===== config.mk =====
export PLATFORM = sky130hd
export DESIGN_NAME = xnor_popcount_dot_sign_pack_flat
export DESIGN_NICKNAME = d
export VERILOG_FILES = /design/src/hdl/xpds_pkg.sv /design/src/hdl/xpds_in_if.sv /design/src/hdl/xpds_out_if.sv /design/src/hdl/xpds_popcount.sv /design/src/hdl/xnor_popcount_dot_sign_pack.sv /design/src/flat_wrapper.sv
export SDC_FILE = /design/constraint.sdc
export NUM_CORES = 1
export LEC_CHECK = 0
export BUFFER_PORTS_ARGS = -buffer_cell sky130_fd_sc_hd__buf_2
export CORE_UTILIZATION = 51
export CTS_CLUSTER_DIAMETER = 60
export DETAILED_ROUTE_END_ITERATION = 8
export GPL_TIMING_DRIVEN = 0
export PLACE_DENSITY = 0.77
export SYNTH_ARGS = -nofsm -noshare
export SYNTH_HDL_FRONTEND = slang
export SYNTH_SLANG_ARGS = --single-unit

===== constraint.sdc =====
create_clock -name clk -period 9.1 [get_ports clk]
set_input_delay 1.82 -clock clk [delete_from_list [all_inputs] [get_ports clk]]
set_output_delay 1.82 -clock clk [all_outputs]
set_load 0.02 [all_outputs]

===== src/hdl/xpds_pkg.sv =====
package xpds_pkg;

	localparam int WORD_BITS  = 64;
	localparam int MAX_WORDS  = 1024;
	localparam int POP_W      = $clog2(WORD_BITS + 1);
	localparam int WCNT_W     = $clog2(MAX_WORDS + 1);
	localparam int SUM_W      = $clog2(MAX_WORDS * WORD_BITS + 1);
	localparam int DOT_W      = 18;
	localparam int CALC_W     = SUM_W + 2;
	localparam int SCNT_W     = $clog2(WORD_BITS);
	localparam int DOT_MAX    = 65536;
	localparam int DOT_MIN    = -65536;
	localparam int CFG_ADDR_W = 3;
	localparam int CFG_DATA_W = 32;

	typedef logic [WORD_BITS-1:0] word_t;
	typedef logic signed [DOT_W-1:0] dot_t;

	typedef enum logic {
		REG_OUTPUT_MODE = 1'b0,
		REG_UNUSED      = 1'b1
	} reg_idx_t;

	typedef enum logic {
		KIND_DOT  = 1'b0,
		KIND_SIGN = 1'b1
	} kind_t;

endpackage


===== src/hdl/xpds_in_if.sv =====
interface xpds_in_if;
	import xpds_pkg::*;

	logic  valid;
	logic  ready;
	word_t a_word;
	word_t b_word;
	logic  last_word;

	modport source (output valid, a_word, b_word, last_word, input ready);
	modport sink   (input valid, a_word, b_word, last_word, output ready);
endinterface


===== src/hdl/xpds_out_if.sv =====
interface xpds_out_if;
	import xpds_pkg::*;

	logic  valid;
	logic  ready;
	dot_t  dot_value;
	word_t sign_word;
	logic  result_kind;
	logic  length_error;

	modport source (output valid, dot_value, sign_word, result_kind, length_error, input ready);
	modport sink   (input valid, dot_value, sign_word, result_kind, length_error, output ready);
endinterface


===== src/hdl/xpds_popcount.sv =====
module xpds_popcount (
	input  xpds_pkg::word_t             vec,
	output logic [xpds_pkg::POP_W-1:0]  count
);
	import xpds_pkg::*;

	logic [3:0] nib [WORD_BITS/4];
	logic [POP_W-1:0] grp [WORD_BITS/16];

	always_comb begin
		for (int i = 0; i < WORD_BITS/4; i++) begin
			nib[i] = 4'(vec[4*i]) + 4'(vec[4*i+1]) + 4'(vec[4*i+2]) + 4'(vec[4*i+3]);
		end
		for (int g = 0; g < WORD_BITS/16; g++) begin
			grp[g] = POP_W'(nib[4*g]) + POP_W'(nib[4*g+1])
				+ POP_W'(nib[4*g+2]) + POP_W'(nib[4*g+3]);
		end
		count = '0;
		for (int g = 0; g < WORD_BITS/16; g++) begin
			count = count + grp[g];
		end
	end

endmodule


===== src/hdl/xnor_popcount_dot_sign_pack.sv =====
// Binary dot product engine. Each item is a pair of 64-bit packed binary words
// (bit 1 = +1, bit 0 = -1); the item with last_word set closes a vector. One
// item is accepted per clock while no result waits at the output: a 64-bit
// popcount of a^b plus the accumulator add is done in a single pass between the
// input register and the result register, which offers the result. In value
// mode (output_mode 0) each vector yields its dot product words*64 - 2*mismatches;
// in pack mode (output_mode 1) the sign bits of 64 dot products are packed into
// one sign_word, bit i for the i-th dot. Words beyond 1024 per vector are dropped
// and flagged through length_error. Write output_mode only while no item is in
// flight; the write also clears any partly packed sign word.
module xnor_popcount_dot_sign_pack (
	input  logic                             clk,
	input  logic                             arst_n,
	input  logic                             psel,
	input  logic                             penable,
	input  logic                             pwrite,
	input  logic [xpds_pkg::CFG_ADDR_W-1:0]  paddr,
	input  logic [xpds_pkg::CFG_DATA_W-1:0]  pwdata,
	output logic [xpds_pkg::CFG_DATA_W-1:0]  prdata,
	output logic                             pready,
	xpds_in_if.sink                          in_ch,
	xpds_out_if.source                       out_ch
);
	import xpds_pkg::*;

	logic             mode_q;
	logic             valid_s1;
	word_t            a_s1;
	word_t            b_s1;
	logic             last_s1;
	logic [SUM_W-1:0] sum_q;
	logic [WCNT_W-1:0] wcnt_q;
	word_t            shift_q;
	logic [SCNT_W-1:0] scnt_q;
	logic             ovf_q;
	logic             out_valid_q;
	dot_t             dot_q;
	word_t            sword_q;
	logic             kind_q;
	logic             err_q;

	logic [POP_W-1:0]  pop;
	logic              adv;
	logic              fire;
	logic              cnt_ok;
	logic [SUM_W-1:0]  sum_n;
	logic [WCNT_W-1:0] wcnt_n;
	logic              ovf_n;
	logic signed [CALC_W-1:0] dot_full;
	dot_t              dot_clamp;
	logic              neg;
	word_t             shift_n;
	logic [SCNT_W-1:0] scnt_n;
	logic              emit;
	logic              cfg_wr;

	xpds_popcount u_pop (
		.vec   (a_s1 ^ b_s1),
		.count (pop)
	);

	assign pready = 1'b1;
	assign cfg_wr = psel && penable && pwrite
		&& (reg_idx_t'(paddr[CFG_ADDR_W-1]) == REG_OUTPUT_MODE);
	assign prdata = (reg_idx_t'(paddr[CFG_ADDR_W-1]) == REG_OUTPUT_MODE)
		? CFG_DATA_W'(mode_q) : '0;

	assign adv         = !out_valid_q || out_ch.ready;
	assign fire        = valid_s1 && adv;
	assign in_ch.ready = !valid_s1 || adv;

	always_comb begin
		cnt_ok   = wcnt_q < WCNT_W'(MAX_WORDS);
		sum_n    = cnt_ok ? sum_q + SUM_W'(pop) : sum_q;
		wcnt_n   = cnt_ok ? wcnt_q + 1'b1 : wcnt_q;
		ovf_n    = ovf_q || !cnt_ok;
		dot_full = signed'(CALC_W'(wcnt_n) << $clog2(WORD_BITS))
			- signed'(CALC_W'(sum_n) << 1);
		neg      = dot_full[CALC_W-1];
		if (dot_full < CALC_W'(DOT_MIN)) begin
			dot_clamp = DOT_W'(DOT_MIN);
		end else if (dot_full > CALC_W'(DOT_MAX)) begin
			dot_clamp = DOT_W'(DOT_MAX);
		end else begin
			dot_clamp = DOT_W'(dot_full);
		end
		shift_n = shift_q | (word_t'(neg) << scnt_q);
		scnt_n  = scnt_q + 1'b1;
		emit    = fire && last_s1 && (!mode_q || (scnt_n == '0));
	end

	always_ff @(posedge clk or negedge arst_n) begin
		if (!arst_n) begin
			mode_q      <= 1'b0;
			valid_s1    <= 1'b0;
			sum_q       <= '0;
			wcnt_q      <= '0;
			shift_q     <= '0;
			scnt_q      <= '0;
			ovf_q       <= 1'b0;
			out_valid_q <= 1'b0;
		end else begin
			if (in_ch.ready) begin
				valid_s1 <= in_ch.valid;
			end
			if (emit) begin
				out_valid_q <= 1'b1;
			end else if (out_ch.ready) begin
				out_valid_q <= 1'b0;
			end
			if (cfg_wr) begin
				mode_q  <= pwdata[0];
				shift_q <= '0;
				scnt_q  <= '0;
			end
			if (fire) begin
				if (!last_s1) begin
					sum_q  <= sum_n;
					wcnt_q <= wcnt_n;
					ovf_q  <= ovf_n;
				end else begin
					sum_q  <= '0;
					wcnt_q <= '0;
					if (!mode_q) begin
						ovf_q <= 1'b0;
					end else begin
						scnt_q <= scnt_n;
						if (scnt_n == '0) begin
							shift_q <= '0;
							ovf_q   <= 1'b0;
						end else begin
							shift_q <= shift_n;
							ovf_q   <= ovf_n;
						end
					end
				end
			end
		end
	end

	always_ff @(posedge clk) begin
		if (in_ch.ready && in_ch.valid) begin
			a_s1    <= in_ch.a_word;
			b_s1    <= in_ch.b_word;
			last_s1 <= in_ch.last_word;
		end
		if (emit) begin
			err_q <= ovf_n;
			if (!mode_q) begin
				dot_q   <= dot_clamp;
				sword_q <= '0;
				kind_q  <= KIND_DOT;
			end else begin
				dot_q   <= '0;
				sword_q <= shift_n;
				kind_q  <= KIND_SIGN;
			end
		end
	end

	assign out_ch.valid        = out_valid_q;
	assign out_ch.dot_value    = dot_q;
	assign out_ch.sign_word    = sword_q;
	assign out_ch.result_kind  = kind_q;
	assign out_ch.length_error = err_q;

endmodule

===== src/flat_wrapper.sv =====
// flat-port wrapper written by rule: the top's interface ports become plain ports
module xnor_popcount_dot_sign_pack_flat import xpds_pkg::*;
  (clk, arst_n, psel, penable, pwrite, paddr, pwdata, prdata, pready, in_ch_valid, in_ch_a_word, in_ch_b_word, in_ch_last_word, in_ch_ready, out_ch_valid, out_ch_dot_value, out_ch_sign_word, out_ch_result_kind, out_ch_length_error, out_ch_ready);
  xpds_in_if in_ch_i ();
  xpds_out_if out_ch_i ();
  input  logic clk;
  input  logic arst_n;
  input  logic psel;
  input  logic penable;
  input  logic pwrite;
  input  logic [xpds_pkg::CFG_ADDR_W-1:0] paddr;
  input  logic [xpds_pkg::CFG_DATA_W-1:0] pwdata;
  output logic [xpds_pkg::CFG_DATA_W-1:0] prdata;
  output logic pready;
  input wire logic [$bits(in_ch_i.valid)-1:0] in_ch_valid;
  input wire logic [$bits(in_ch_i.a_word)-1:0] in_ch_a_word;
  input wire logic [$bits(in_ch_i.b_word)-1:0] in_ch_b_word;
  input wire logic [$bits(in_ch_i.last_word)-1:0] in_ch_last_word;
  output wire logic [$bits(in_ch_i.ready)-1:0] in_ch_ready;
  output wire logic [$bits(out_ch_i.valid)-1:0] out_ch_valid;
  output wire logic [$bits(out_ch_i.dot_value)-1:0] out_ch_dot_value;
  output wire logic [$bits(out_ch_i.sign_word)-1:0] out_ch_sign_word;
  output wire logic [$bits(out_ch_i.result_kind)-1:0] out_ch_result_kind;
  output wire logic [$bits(out_ch_i.length_error)-1:0] out_ch_length_error;
  input wire logic [$bits(out_ch_i.ready)-1:0] out_ch_ready;
  assign in_ch_i.valid = in_ch_valid;
  assign in_ch_i.a_word = in_ch_a_word;
  assign in_ch_i.b_word = in_ch_b_word;
  assign in_ch_i.last_word = in_ch_last_word;
  assign in_ch_ready = in_ch_i.ready;
  assign out_ch_valid = out_ch_i.valid;
  assign out_ch_dot_value = out_ch_i.dot_value;
  assign out_ch_sign_word = out_ch_i.sign_word;
  assign out_ch_result_kind = out_ch_i.result_kind;
  assign out_ch_length_error = out_ch_i.length_error;
  assign out_ch_i.ready = out_ch_ready;
  xnor_popcount_dot_sign_pack u_core (.clk(clk), .arst_n(arst_n), .psel(psel), .penable(penable), .pwrite(pwrite), .paddr(paddr), .pwdata(pwdata), .prdata(prdata), .pready(pready), .in_ch(in_ch_i), .out_ch(out_ch_i));
endmodule

Yosys cells after proc, flatten, opt, wreduce, memory -nomap -nowiden:

Cells that the tools add are included.

* reductions and logical operators: 18
* multiplexer cells: 22
* add/subtract/negate cells: 67
* bitwise logic cells: 3
* magnitude comparators: 3
* shifts and indexed selects: 1

Operators by type and width (number)
* 64-bit two-way mux: 5
* 64-bit OR: 1
* 1-bit by 6-bit << shifter with 64-bit output: 1
* 64-bit bitwise XOR: 1
* 3-bit by 1-bit adder with 4-bit output: 15
* 2-bit by 1-bit adder with 3-bit output: 15
* 18-bit two-way mux: 2
* 17-bit two-way mux: 2
* 1-bit by 1-bit adder with 2-bit output: 16
* 6-bit by 4-bit adder with 7-bit output: 4
* 5-bit by 4-bit adder with 6-bit output: 4
* 6-bit two-way mux: 4
* 11-bit two-way mux: 2
* 7-bit adder: 3
* 4-bit by 4-bit adder with 5-bit output: 4
* 19-bit by 18-bit > comparator with 1-bit output (second input constant): 1
* 19-bit by 17-bit less-than comparator with 1-bit output (second input constant): 1
* 17-bit by 18-bit subtractor with 19-bit output: 1
* 17-bit by 7-bit adder with 17-bit output: 1
* 11-bit by 1-bit adder with 11-bit output (second input constant): 1
* 11-bit less-than comparator (second input constant): 1
* 4-bit by 1-bit adder with 4-bit output: 2
* 1-bit logical AND: 7
* 1-bit two-way mux: 7
* 7 further kinds: 13

* logic and storage cells: 130
* bits of input ports: 171
* register bits: 315
* output and inout bits: 119

Logic depth before layout (Yosys ltp):

Gate-level depths: netlist of the first run.

* depth in word-level cells: 19
* depth in mapped cells: 38
* depth with buffers taken out: 35

Modules after synthesis:

A second synthesis of the first run with hierarchy kept.

* cells, all modules: 1297
* area total of the unflattened synthesis: 15937.8 um2

Modules (own cells, without submodules)
* xnor_popcount_dot_sign_pack: instances 1, cells each 1088, seq. area each 8918.6 um2, area an instance 13919.6 um2
* xpds_popcount: instances 1, cells each 209, seq. area each 0.0 um2, area an instance 2018.2 um2

Worst setup path before layout of the first run:

OpenSTA, ideal clock, no wires.

* kind: flip-flop to flip-flop
* start point: register u_core.b_s1[0]
* end point: register u_core.dot_q[10] (netlist: u_core.out_ch.dot_value[10]), data pin
* setup time: 0.273 ns
* arrival: 9.131 ns
* stages on the path, launching flop included: 36
* clock period less this slack: 9.404 ns
* data required time: 8.827 ns
* path slack: -0.304 ns
* path buffers: 1
* cell sequence: edfxtp_1 xor2_1 ha_1 inv_1 fa_1 inv_1 ha_1 ha_1 ha_1 fa_1 fa_1 fa_1 fa_1 fa_1 inv_1 fa_1 inv_1 ha_1 nand3_1 a21boi_0 o21ai_0 a21boi_0 o2111ai_1 a31oi_1 and2_1 xnor2_1 ha_1 a21oi_1 o21ai_0 a21o_1 a221o_1 a41oi_2 xor2_1 mux2i_2 buf_6 nor3_2

* longest elaborated chain between the ends: 15
* elaborated cells between the ends (all ways): 16
* classes of those cells: add/sub: 11; order compare: 2; mux: 1; bitwise: 1; reduce/logical: 1

RTL lines
* from (decl): RTL line xnor_popcount_dot_sign_pack.sv:29 `word_t b_s1;`
* from (signal assigned): RTL line xnor_popcount_dot_sign_pack.sv:144 `b_s1 <= in_ch.b_word;`
* 64-bit bitwise XOR *: RTL line xnor_popcount_dot_sign_pack.sv:58 `.vec (a_s1 ^ b_s1),`
* 1-bit by 1-bit adder with 2-bit output *: RTL line xpds_popcount.sv:12 `nib[i] = 4'(vec[4*i]) + 4'(vec[4*i+1]) + 4'(vec[4*i+2]) + 4'(vec[4*i+3]);`
* 4-bit by 1-bit adder with 4-bit output * (2 in a row): RTL line xpds_popcount.sv:12
* 4-bit by 4-bit adder with 5-bit output *: RTL line xpds_popcount.sv:15 `grp[g] = POP_W'(nib[4*g]) + POP_W'(nib[4*g+1])`
* 5-bit by 4-bit adder with 6-bit output *: RTL line xpds_popcount.sv:16 `+ POP_W'(nib[4*g+2]) + POP_W'(nib[4*g+3]);`
* 6-bit by 4-bit adder with 7-bit output *: RTL line xpds_popcount.sv:16
* 7-bit adder * (3 in a row): RTL line xpds_popcount.sv:20 `count = count + grp[g];`
* 17-bit by 7-bit adder with 17-bit output *: RTL line xnor_popcount_dot_sign_pack.sv:74 `sum_n = cnt_ok ? sum_q + SUM_W'(pop) : sum_q;`
* 17-bit two-way mux *: RTL line xnor_popcount_dot_sign_pack.sv:74
* 17-bit by 18-bit subtractor with 19-bit output *: RTL line xnor_popcount_dot_sign_pack.sv:78 `- signed'(CALC_W'(sum_n) << 1);`
* 19-bit by 18-bit > comparator with 1-bit output / 19-bit by 17-bit less-than comparator with 1-bit output (equally long branches): RTL line xnor_popcount_dot_sign_pack.sv:82, xnor_popcount_dot_sign_pack.sv:80
* 3-bit OR reduction (no line)
* to (signal assigned): RTL line xnor_popcount_dot_sign_pack.sv:150 `dot_q <= dot_clamp;`
* to (decl): RTL line xnor_popcount_dot_sign_pack.sv:37 `dot_t dot_q;`

Every way passes the cells marked *; elsewhere a longest branch is shown, timed or not.
A chain may end at the register's enable or synchronous reset.

Worst setup path in the final report of the first run:

* start point: register u_core.a_s1[0]
* end point: register u_core.sword_q[55] (netlist: u_core.out_ch.sign_word[55]), data pin

* longest elaborated chain between the ends: 15

RTL lines
* from (decl): RTL line xnor_popcount_dot_sign_pack.sv:28 `word_t a_s1;`
* from (signal assigned): RTL line xnor_popcount_dot_sign_pack.sv:143 `a_s1 <= in_ch.a_word;`
* 64-bit bitwise XOR: RTL line xnor_popcount_dot_sign_pack.sv:58
* 1-bit by 1-bit adder with 2-bit output: RTL line xpds_popcount.sv:12
* 4-bit by 1-bit adder with 4-bit output (2 in a row): RTL line xpds_popcount.sv:12
* 4-bit by 4-bit adder with 5-bit output: RTL line xpds_popcount.sv:15
* 5-bit by 4-bit adder with 6-bit output: RTL line xpds_popcount.sv:16
* 6-bit by 4-bit adder with 7-bit output: RTL line xpds_popcount.sv:16
* 7-bit adder (3 in a row): RTL line xpds_popcount.sv:20
* 17-bit by 7-bit adder with 17-bit output: RTL line xnor_popcount_dot_sign_pack.sv:74
* 17-bit two-way mux: RTL line xnor_popcount_dot_sign_pack.sv:74
* 17-bit by 18-bit subtractor with 19-bit output: RTL line xnor_popcount_dot_sign_pack.sv:78
* 1-bit by 6-bit << shifter with 64-bit output: RTL line xnor_popcount_dot_sign_pack.sv:87 `shift_n = shift_q | (word_t'(neg) << scnt_q);`
* 64-bit OR: RTL line xnor_popcount_dot_sign_pack.sv:87
* to (signal assigned): RTL line xnor_popcount_dot_sign_pack.sv:155 `sword_q <= shift_n;`
* to (decl): RTL line xnor_popcount_dot_sign_pack.sv:38 `word_t sword_q;`

No other way between the ends.

==> results by group, run 1 <==
Clock network
  – Clk Latency, worst-skew pair: 0.54 ns
  – CTS tree: built
  – CTS Buf Count: 35
  – Htree depth: 2
  – Longest Clk Path Bufs: 3
  – Clk pin slew, worst setup/hold paths: 0.06 ns
  – # hold bufs at CTS: 0
  – CTS sink cnt: 314
  – Root Driver: clkbuf_16

Drt
  – Post-route ant nets: 0
  – Starting DRT DRC Count: 956
  – Via count: around 11000
  – Total wire length: 36490 microns
  – Wirelength per Cell: 18.83 microns
  – Vias per inst: 5.490
  – TritonRoute pass-1 iters: 6
  – Drt drc: 0

Critical path
  – Worst Path Arrival: 9.64 ns
  – CP Launch Type: flip-flop
  – Crit Path Class: flip-flop to flip-flop
  – CP max stage delay: 0.57 ns
  – CP Capture Type: flip-flop
  – Crit Path Max Fanout: 5
  – Critical R2R Launch: u_core.a_s1[0]
  – Reg2reg end: u_core.out_ch.sign_word[55]
  – Max stage delay cell, worst path: fa_2
  – Reg2reg path depth: 39
  – Reg2Reg Setup Slack: -0.15 ns
  – CP required: around 9.5 ns

GRT
  – First-pass GRT wire length: about 54000 microns
  – Initial antenna violation count: 3
  – Vias in the first global route: 10453
  – Overall Global Routing Usage: 0.2239
  – Largest net degree at the start of global routing: 71
  – Grt total ovfl: 0

Yosys
  – Asr flop ratio synth: 0.3248
  – Synth Area per Inst: around 13 sq um
  – Ranking of synthesized cells by area: edfxtp_1 41%, dfrtp_1 16%, fa_1 6.9%
  – Cell taking the most area after synthesis: edfxtp_1
  – Cells after Synth: 1174
  – Yosys synthesis warning count: 0
  – Post-synth EDFFs: around 210
  – Register area share after synthesis: 0.5682
  – Yosys reg bits: 314
  – Share of the synthesized area in the top cell type: 0.4056
  – Yosys cell types: 72
  – Syn Std Cell Area: about 16000 sq um
  – Post-synth top cells: 212 x edfxtp_1, 102 x dfrtp_1, 101 x nor2_1
  – Dominant cell by count in the synthesized netlist: edfxtp_1
  – Top FF cell, synth: edfxtp_1

Final layout
  – Fraction of final layout cells sized beyond drive strength 1: 0.3445
  – Non-filler instance count after layout: 1938
  – FILL cells: 2043
  – Nets: ~1800
  – Area growth syn-to-layout: 28.10%

Timing
  – Post-route clock skew: roughly 0.028 ns
  – Max Freq: 108.1 MHz
  – Worst Setup Slack, final: -0.1469 ns
  – Period utilization: 1.016
  – Slew @ Worst Pin: 1.012 ns
  – RSZ-0062 raised after global routing: yes
  – Final Hold Viols: 0
  – Crit path time final: 9.247 ns
  – Slew Viols, Final: 0
  – Slew margin rel.: 0.3255
  – Endpoints failing setup: 55

Die
  – Starting Density: 0.5240
  – Core box area: 29950 sq um
  – DIE AREA: 31480 sq um
  – Ports: 290
  – Die Ht: 177.4 microns
  – Rows: 63
  – Die Wd: 177.4 microns

Status
  – Failing checks: negative setup slack
  – Status: complete, but fails checks

Placement
  – Pre-CTS setup slack: -0.9690 ns
  – DPL Wire Length: 24300 microns
  – I/O Buffers: approximately 220
  – Inst Count DP: 1822
  – Final weighted congestion in routability-driven placement: between 0.8 and 0.9

Min path
  – HP Start: u_core.shift_q[34]
  – Worst min path class: flip-flop to flip-flop
  – Hold path endpoint: u_core.shift_q[34]
  – Hold depth: 1

Flow run
  – Max Cap Violations: 0
## cells in the final DEF (no fill, tap or decap), drive strengths merged, types with 49 or more instances in the layout
master,n
a22o,73
buf,328
clkbuf,70
dfrtp,102
edfxtp,212
fa,54
ha,63
inv,61
nor2,102
o21a,65
xor2,49
## worst max-delay path: cells and delay by family, from the launching register on
family,cells,cell delay [ns]
adder cells (fa/ha/maj),13,4.88
AO/OA/AOI/OAI,11,2.09
buffers and inverters,10,1.07
flip-flops,1,0.39
AND/OR/NAND/NOR,3,0.37
XOR/XNOR,2,0.31
## worst max path at each step
stage                                             end      startpoint  depth (start not counted)
after global routing      u_core.out_ch.sign_word[55]  u_core.a_s1[0]                         40
after global placement    u_core.out_ch.sign_word[52]  u_core.b_s1[0]                         29
after detailed placement  u_core.out_ch.sign_word[51]  u_core.b_s1[0]                         29
after CTS                  u_core.out_ch.dot_value[4]  u_core.b_s1[0]                         33
final                     u_core.out_ch.sign_word[55]  u_core.a_s1[0]                         39
after floorplan           u_core.out_ch.dot_value[10]  u_core.b_s1[0]                         35
## metrics by stage
step / hold slack (ns) / utilization / instance area, sq um / setup TNS, ns
global placement: 0.4693 / 0.5831 / 17470 / -84.96
finish: 0.5071 / 0.6712 / 20110 / -2.501
floorplan: 0.4545 / - / 15860 / 0
global route: 0.5224 / 0.6712 / 20110 / -33.61
detailed placement: 0.4901 / 0.5868 / 17580 / -95.00
CTS: 0.5004 / 0.6423 / 19240 / 0
## repair_timing
action / 4_1_cts / 5_1_grt
pin swaps: 37 / 160
cloned: 1 / 0
buffers inserted: 31 / 23
resized for setup: 50 / 162
endpoints found under the setup margin: 144 / 144
## layer usage
layer  up-vias  track usage  part of all wire
li1       4882            -                 -
met1      5134       0.2858              0.39
met2       528       0.3750              0.49
met3        92      0.05206             0.083
met4         4      0.07621             0.030
met5         -            0           0.00060
## cell type report
| class | count | area [sq um] | area share |
|---|---|---|---|
| flip-flops and latches | 314 | 8919 | 0.4436 |
| well taps | 390 | 488.0 | 0.02427 |
| diodes | 1 | 2.502 | 0.0001245 |
| inverters | 59 | 221.5 | 0.01101 |
| clock buffers | 43 | 925.9 | 0.04605 |
| multi-input cells | 757 | 7079 | 0.3521 |
| repair buffers | 281 | 1797 | 0.08936 |
| clock inverters | 19 | 227.7 | 0.01133 |
| plain buffers | 74 | 445.4 | 0.02215 |
## logic make-up after synthesis
| logic type | synth area share |
|---|---|
| compound gates | 0.1347 |
| xor+xnor | 0.05357 |
| other cells | 0.0004785 |
| fa+ha+maj | 0.1191 |
| simple gates | 0.07653 |
| buf+inv | 0.04249 |
| flops | 0.5682 |
| mux | 0.004863 |
## state kept, by name, summed over array words and instances, names as in the netlist
| name | count |
|---|---|
| u_core.a_s1 | 64 |
| u_core.b_s1 | 64 |
| u_core.out_ch.sign_word | 64 |
| u_core.shift_q | 64 |
| u_core.out_ch.dot_value | 17 |
| u_core.sum_q | 17 |
| u_core.wcnt_q | 11 |
| u_core.scnt_q | 6 |
| u_core.last_s1 | 1 |
| u_core.mode_q | 1 |
| u_core.out_ch.length_error | 1 |
| u_core.out_ch.result_kind | 1 |
| u_core.out_ch.valid | 1 |
| u_core.ovf_q | 1 |
| u_core.valid_s1 | 1 |
Power of run 1 is left out: the tool's default activity adds up to more than one toggle a clock period on the data nets, which glitch-free logic cannot reach.
==> inputs of run 2 (changes only) <==
CELL_PAD_IN_SITES_DETAIL_PLACEMENT = 1   (was not set)
CELL_PAD_IN_SITES_GLOBAL_PLACEMENT = 2   (was not set)
CORE_UTILIZATION = 35   (was 51)
GPL_ROUTABILITY_DRIVEN = 0   (was not set)
PLACE_DENSITY = not set   (was 0.77)
PLACE_DENSITY_LB_ADDON = 0.1   (was not set)
==> run 2 against run 1 <==
Effect of this change:
- the run now ends clean
- first-iteration DRC count is 58% lower
- core utilization is 22 points lower
- fmax is 1.8% higher
- sequential cell count stayed put
- die area is 45% higher
- non-clock buffer count is 8 lower
- via count is 2.6% lower
- worst setup slack better by 0.17 ns
- global-route usage is 3.8 points lower
- worst hold slack worse by 0.020 ns
- wire length is 14% higher
- count of clock-buffer cells in the layout is 10 higher
- critical path type unchanged
- critical endpoint is now u_core.out_ch.dot_value[7]
==> results by group, run 2 (synthesis gave the netlist of run 1 again) <==
Status
  – Status: completed

Die
  – Core box area: 44220 sq um
  – Starting Density: 0.3549
  – DIE AREA: 45690 sq um
  – Rows: 77
  – Die Ht: 213.8 microns
  – Die Wd: about 210 microns
  – Ports: 290

Timing
  – Post-route clock skew: between 0.02 and 0.025 ns
  – Endpoints failing setup: 0
  – Period utilization: 0.9977
  – Slew @ Worst Pin: between 1 and 1.5 ns
  – Slew margin rel.: 0.3128
  – RSZ-0062 raised after global routing: yes
  – Max Freq: around 110 MHz
  – Worst Setup Slack, final: 0.02086 ns
  – Slew Viols, Final: 0
  – Final Hold Viols: 0
  – Crit path time final: 9.079 ns

Drt
  – TritonRoute pass-1 iters: 5
  – Vias per inst: 4.833
  – Wirelength per Cell: 19.36 microns
  – Drt drc: 0
  – Post-route ant nets: 0
  – Via count: 10361
  – Starting DRT DRC Count: between 400 and 500
  – Total wire length: 41510 microns

Clock network
  – Htree depth: 2
  – Clk pin slew, worst setup/hold paths: 0.06 ns
  – CTS tree: built
  – Root Driver: clkbuf_16
  – Longest Clk Path Bufs: 3
  – # hold bufs at CTS: 0
  – CTS sink cnt: between 300 and 400
  – CTS Buf Count: 40
  – Clk Latency, worst-skew pair: around 0.56 ns

Critical path
  – CP delay by family, top: adder cells
  – CP required: 9.34 ns
  – Max stage delay cell, worst path: fa_2
  – CP max stage delay: 0.56 ns
  – CP Capture Type: flip-flop
  – Crit Path Class: flip-flop to flip-flop
  – Crit Path Max Fanout: 5
  – CP Launch Type: flip-flop
  – Worst Path Arrival: 9.32 ns
  – Critical path buffers and inverters: 5

Placement
  – Inst Count DP: 2025
  – Pre-CTS setup slack: -1.249 ns
  – DPL Wire Length: approximately 29000 microns
  – I/O Buffers: 223
  – Post-placement cell area: 17860 sq um

GRT
  – Largest net degree at the start of global routing: 89
  – First-pass GRT wire length: approximately 63000 microns
  – Vias in the first global route: 11008
  – Overall Global Routing Usage: 0.1856
  – Initial antenna violation count: 16
  – Grt total ovfl: 0

Final layout
  – Nets: 1807
  – Cell area after layout: 20140 sq um
  – Non-filler instance count after layout: around 2100
  – Area growth syn-to-layout: 28.31%
  – Fraction of final layout cells sized beyond drive strength 1: 0.3116
  – FILL cells: around 4600
  – Fin util: 0.4554
  – Commonest non-fill, non-tap cell in the layout: buf_2
  – Most frequent cells in the layout: 224 x buf_2, 212 x edfxtp_1, 102 x dfrtp_1

Min path
  – Worst min path class: flip-flop to flip-flop

Flow run
  – Max Cap Violations: 0
[run 2: worst paths after layout]
kind                           startpoint                    endpoint  slack [ns]  cells past startpoint
max in group asynchronous          arst_n           u_core.shift_q[1]        7.26                      2
max reg2reg                u_core.a_s1[0]  u_core.out_ch.dot_value[7]        0.02                     35
max                        u_core.a_s1[0]  u_core.out_ch.dot_value[7]        0.02                     35
min                          u_core.ovf_q                u_core.ovf_q        0.49                      2
min reg2reg                  u_core.ovf_q                u_core.ovf_q        0.49                      2
min in group asynchronous          arst_n                u_core.ovf_q        1.09                      1
[run 2: layer usage]
layer  global-route usage  up-vias  wire (microns)
met4              0.05419       28             896
met5                    0        -             168
met3              0.05375       88            2612
li1                     -     4879               -
met2               0.3046      239           19850
met1               0.2372     5127           17980
[run 2: tightest hold or removal path, stage by stage, from the launching register on]
cell and delay [ns]:
dfrtp_1 0.33, a21oi_1 0.04, nor2_1 0.07
[run 2: through the flow]
stage	hold WS [ns]	TNS [ns]
2_1_floorplan	0.4545	0
3_3_place_gp	0.4710	-156.26
3_5_place_dp	0.4838	-137.15
4_1_cts	0.4953	-0.04913
5_1_grt	0.5106	-11.79
6_report	0.4872	0
[run 2: cell type report]
cell class / count / area, sq um / share of cell area
Inverter: 59 / 221.5 / 0.01100
Antenna cell: 2 / 5.005 / 0.0002485
Multi-Input combinational cell: 757 / 6751 / 0.3353
Clock inverter: 20 / 207.7 / 0.01031
Tap cell: 592 / 740.7 / 0.03678
Sequential cell: 314 / 8919 / 0.4429
Clock buffer: 53 / 1112 / 0.05523
Timing Repair Buffer: 274 / 1743 / 0.08655
Buffer: 73 / 437.9 / 0.02175
[run 2: what timing repair did]
item                                    in CTS  in global routing
setup buffers                               34                 10
pin swaps                                   57                 38
endpoints found under the setup margin     145                143
gates cloned                                 2                  0
gates resized for setup                     61                 54
Power of run 2 is left out for the same reason.
==> inputs of run 3 (changes only) <==
CELL_PAD_IN_SITES_GLOBAL_PLACEMENT = 1   (was 2)
CORE_UTILIZATION = 41   (was 35)
SETUP_SLACK_MARGIN = 0.3   (was not set)
==> run 3 against run 2 <==
Effect of this change:
- cell area is 1.6% lower
- global-route usage is 2.5 points higher
- non-clock buffer count is 1 lower
- wire length is 2.7% lower
- critical endpoint is now u_core.out_ch.dot_value[2]
- sequential cell count stayed put
- critical path type unchanged
- worst hold slack better by 0.0097 ns
- final cell count is 3.8% lower
- clock skew is 0.0018 ns higher
- the run now ends with negative setup slack left
==> results by group, run 3 (synthesis gave the netlist of run 1 again) <==
Final layout
  – Area growth syn-to-layout: 26.24%
  – Most frequent cells in the layout: 224 x buf_2, 212 x edfxtp_1, 102 x dfrtp_1
  – Commonest non-fill, non-tap cell in the layout: buf_2
  – FILL cells: 3890
  – Non-filler instance count after layout: 2062
  – FF+latch area: approximately 8900 sq um
  – Cell area after layout: 19810 sq um
  – Fraction of final layout cells sized beyond drive strength 1: 0.3014
  – Area of the multi-input gates: 6659 sq um
  – Nets: 1804

Drt
  – Wirelength per Cell: 19.58 microns
  – Vias per inst: 5.076
  – Post-route ant nets: 0
  – Starting DRT DRC Count: 525
  – TritonRoute pass-1 iters: 6
  – Total wire length: 40370 microns
  – Via count: 10467
  – Drt drc: 0

Timing
  – Endpoints failing setup: 13
  – RSZ-0062 raised after global routing: yes
  – Final Hold Viols: 0
  – Worst hold slack: 0.4969 ns
  – Worst Setup Slack, final: -0.09988 ns
  – Crit path time final: 9.200 ns
  – Max Freq: 108.7 MHz
  – Slew Viols, Final: 0
  – Post-route clock skew: 0.02397 ns
  – Slew margin rel.: 0.3350
  – Slew @ Worst Pin: 0.9953 ns
  – Period utilization: 1.011

Die
  – Core box area: 37670 sq um
  – DIE AREA: 39070 sq um
  – Ports: 290
  – Die Ht: 197.7 microns
  – Die Wd: between 150 and 200 microns
  – Rows: 71
  – Starting Density: 0.4167

Critical path
  – Crit Path Max Fanout: 5
  – CP Capture Type: flip-flop
  – Reg2Reg Setup Slack: -0.1 ns
  – Worst Path Arrival: 9.45 ns
  – CP Launch Type: flip-flop
  – Critical Path Most Common Cell: fa_1
  – Max stage delay cell, worst path: fa_1
  – Crit Path Class: flip-flop to flip-flop
  – CP required: around 9.4 ns
  – CP max stage delay: 0.60 ns

GRT
  – Grt total ovfl: 0
  – Vias in the first global route: 11094
  – Largest net degree at the start of global routing: 69
  – Initial antenna violation count: 17
  – Overall Global Routing Usage: 0.2106
  – First-pass GRT wire length: 62320 microns

Clock network
  – # hold bufs at CTS: 0
  – Root Driver: clkbuf_16
  – Clk pin slew, worst setup/hold paths: 0.06 ns
  – Longest Clk Path Bufs: 3
  – CTS tree: built
  – Clk Latency, worst-skew pair: about 0.57 ns
  – Htree depth: 2
  – CTS Buf Count: 38
  – CTS sink cnt: 314

Min path
  – Worst min path class: flip-flop to flip-flop

Placement
  – Post-placement cell area: 17770 sq um
  – Pre-CTS setup slack: -0.9394 ns
  – I/O Buffers: 223
  – DPL Wire Length: 28620 microns
  – Inst Count DP: 1943

Flow run
  – Max Cap Violations: 0

Status
  – Status: complete, but fails checks
  – Failing checks: negative setup slack
[run 3: cell count changes in the layout (fill, tap and decap cells not counted), moves of 3 or more]
| cell | delta |
|---|---|
| buf_6 | -8 |
| buf_4 | +9 |
| diode_2 | +3 |
| clkinv_1 | +3 |
| nor2_1 | +11 |
| buf_12 | -3 |
| a21oi_2 | +3 |
| clkbuf_16 | -3 |
| nor2_4 | -9 |
| ha_1 | +3 |
[run 3: cell type report]
type | count | share of cell area
sequential | 314 | 0.4501
inverter | 59 | 0.01118
timing repair buffer | 271 | 0.08323
clock buffer | 50 | 0.05185
antenna | 5 | 0.0006315
buffer | 75 | 0.02343
multi-input combinational | 757 | 0.3361
clock inverter | 20 | 0.01118
tap | 511 | 0.03227
[run 3: what timing repair did]
item / CTS / global route
setup buffers: 32 / 10
endpoints found under the hold margin: 0 / 0
setup endpoints to repair: 145 / 145
resized for setup: 58 / 19
gates cloned: 2 / 0
pin swaps: 48 / 22
[run 3: metal layers]
layer	global-route usage	wire length, microns	part of all wire
met3	0.05651	2475	0.061
met4	0.07608	1125	0.028
met1	0.2637	17030	0.42
met5	0	168	0.0042
met2	0.3494	19570	0.48
[run 3: final timing paths]
| check | depth (start not counted) | endpoint | from |
|---|---|---|---|
| max in group asynchronous | 2 | u_core.shift_q[35] | arst_n |
| worst min-delay path | 2 | u_core.ovf_q | u_core.ovf_q |
| worst max register to register | 32 | u_core.out_ch.dot_value[2] | u_core.a_s1[1] |
| worst max-delay path | 32 | u_core.out_ch.dot_value[2] | u_core.a_s1[1] |
| worst min register to register | 2 | u_core.ovf_q | u_core.ovf_q |
| min in group asynchronous | 1 | u_core.sum_q[11] | arst_n |
[run 3: critical path: cells and delay by family (launching register included)]
kind | cells | cell delay, ns
muxes | 1 | 0.33
xor gates and xnor gates | 3 | 0.70
buffers and inverters | 7 | 0.60
and+or+nand+nor | 4 | 0.63
adders and majority gates | 12 | 5.16
AOI/OAI and AO/OA | 5 | 1.08
DFF | 1 | 0.37
[run 3: per-stage QoR]
step                      utilization  TNS [ns]
after floorplan                     -         0
after global placement         0.4689    -92.91
after detailed placement       0.4719    -91.65
after CTS                      0.5211    -1.447
after global routing           0.5258    -23.27
final                          0.5260   -0.9196
Power of run 3 is left out for the same reason.
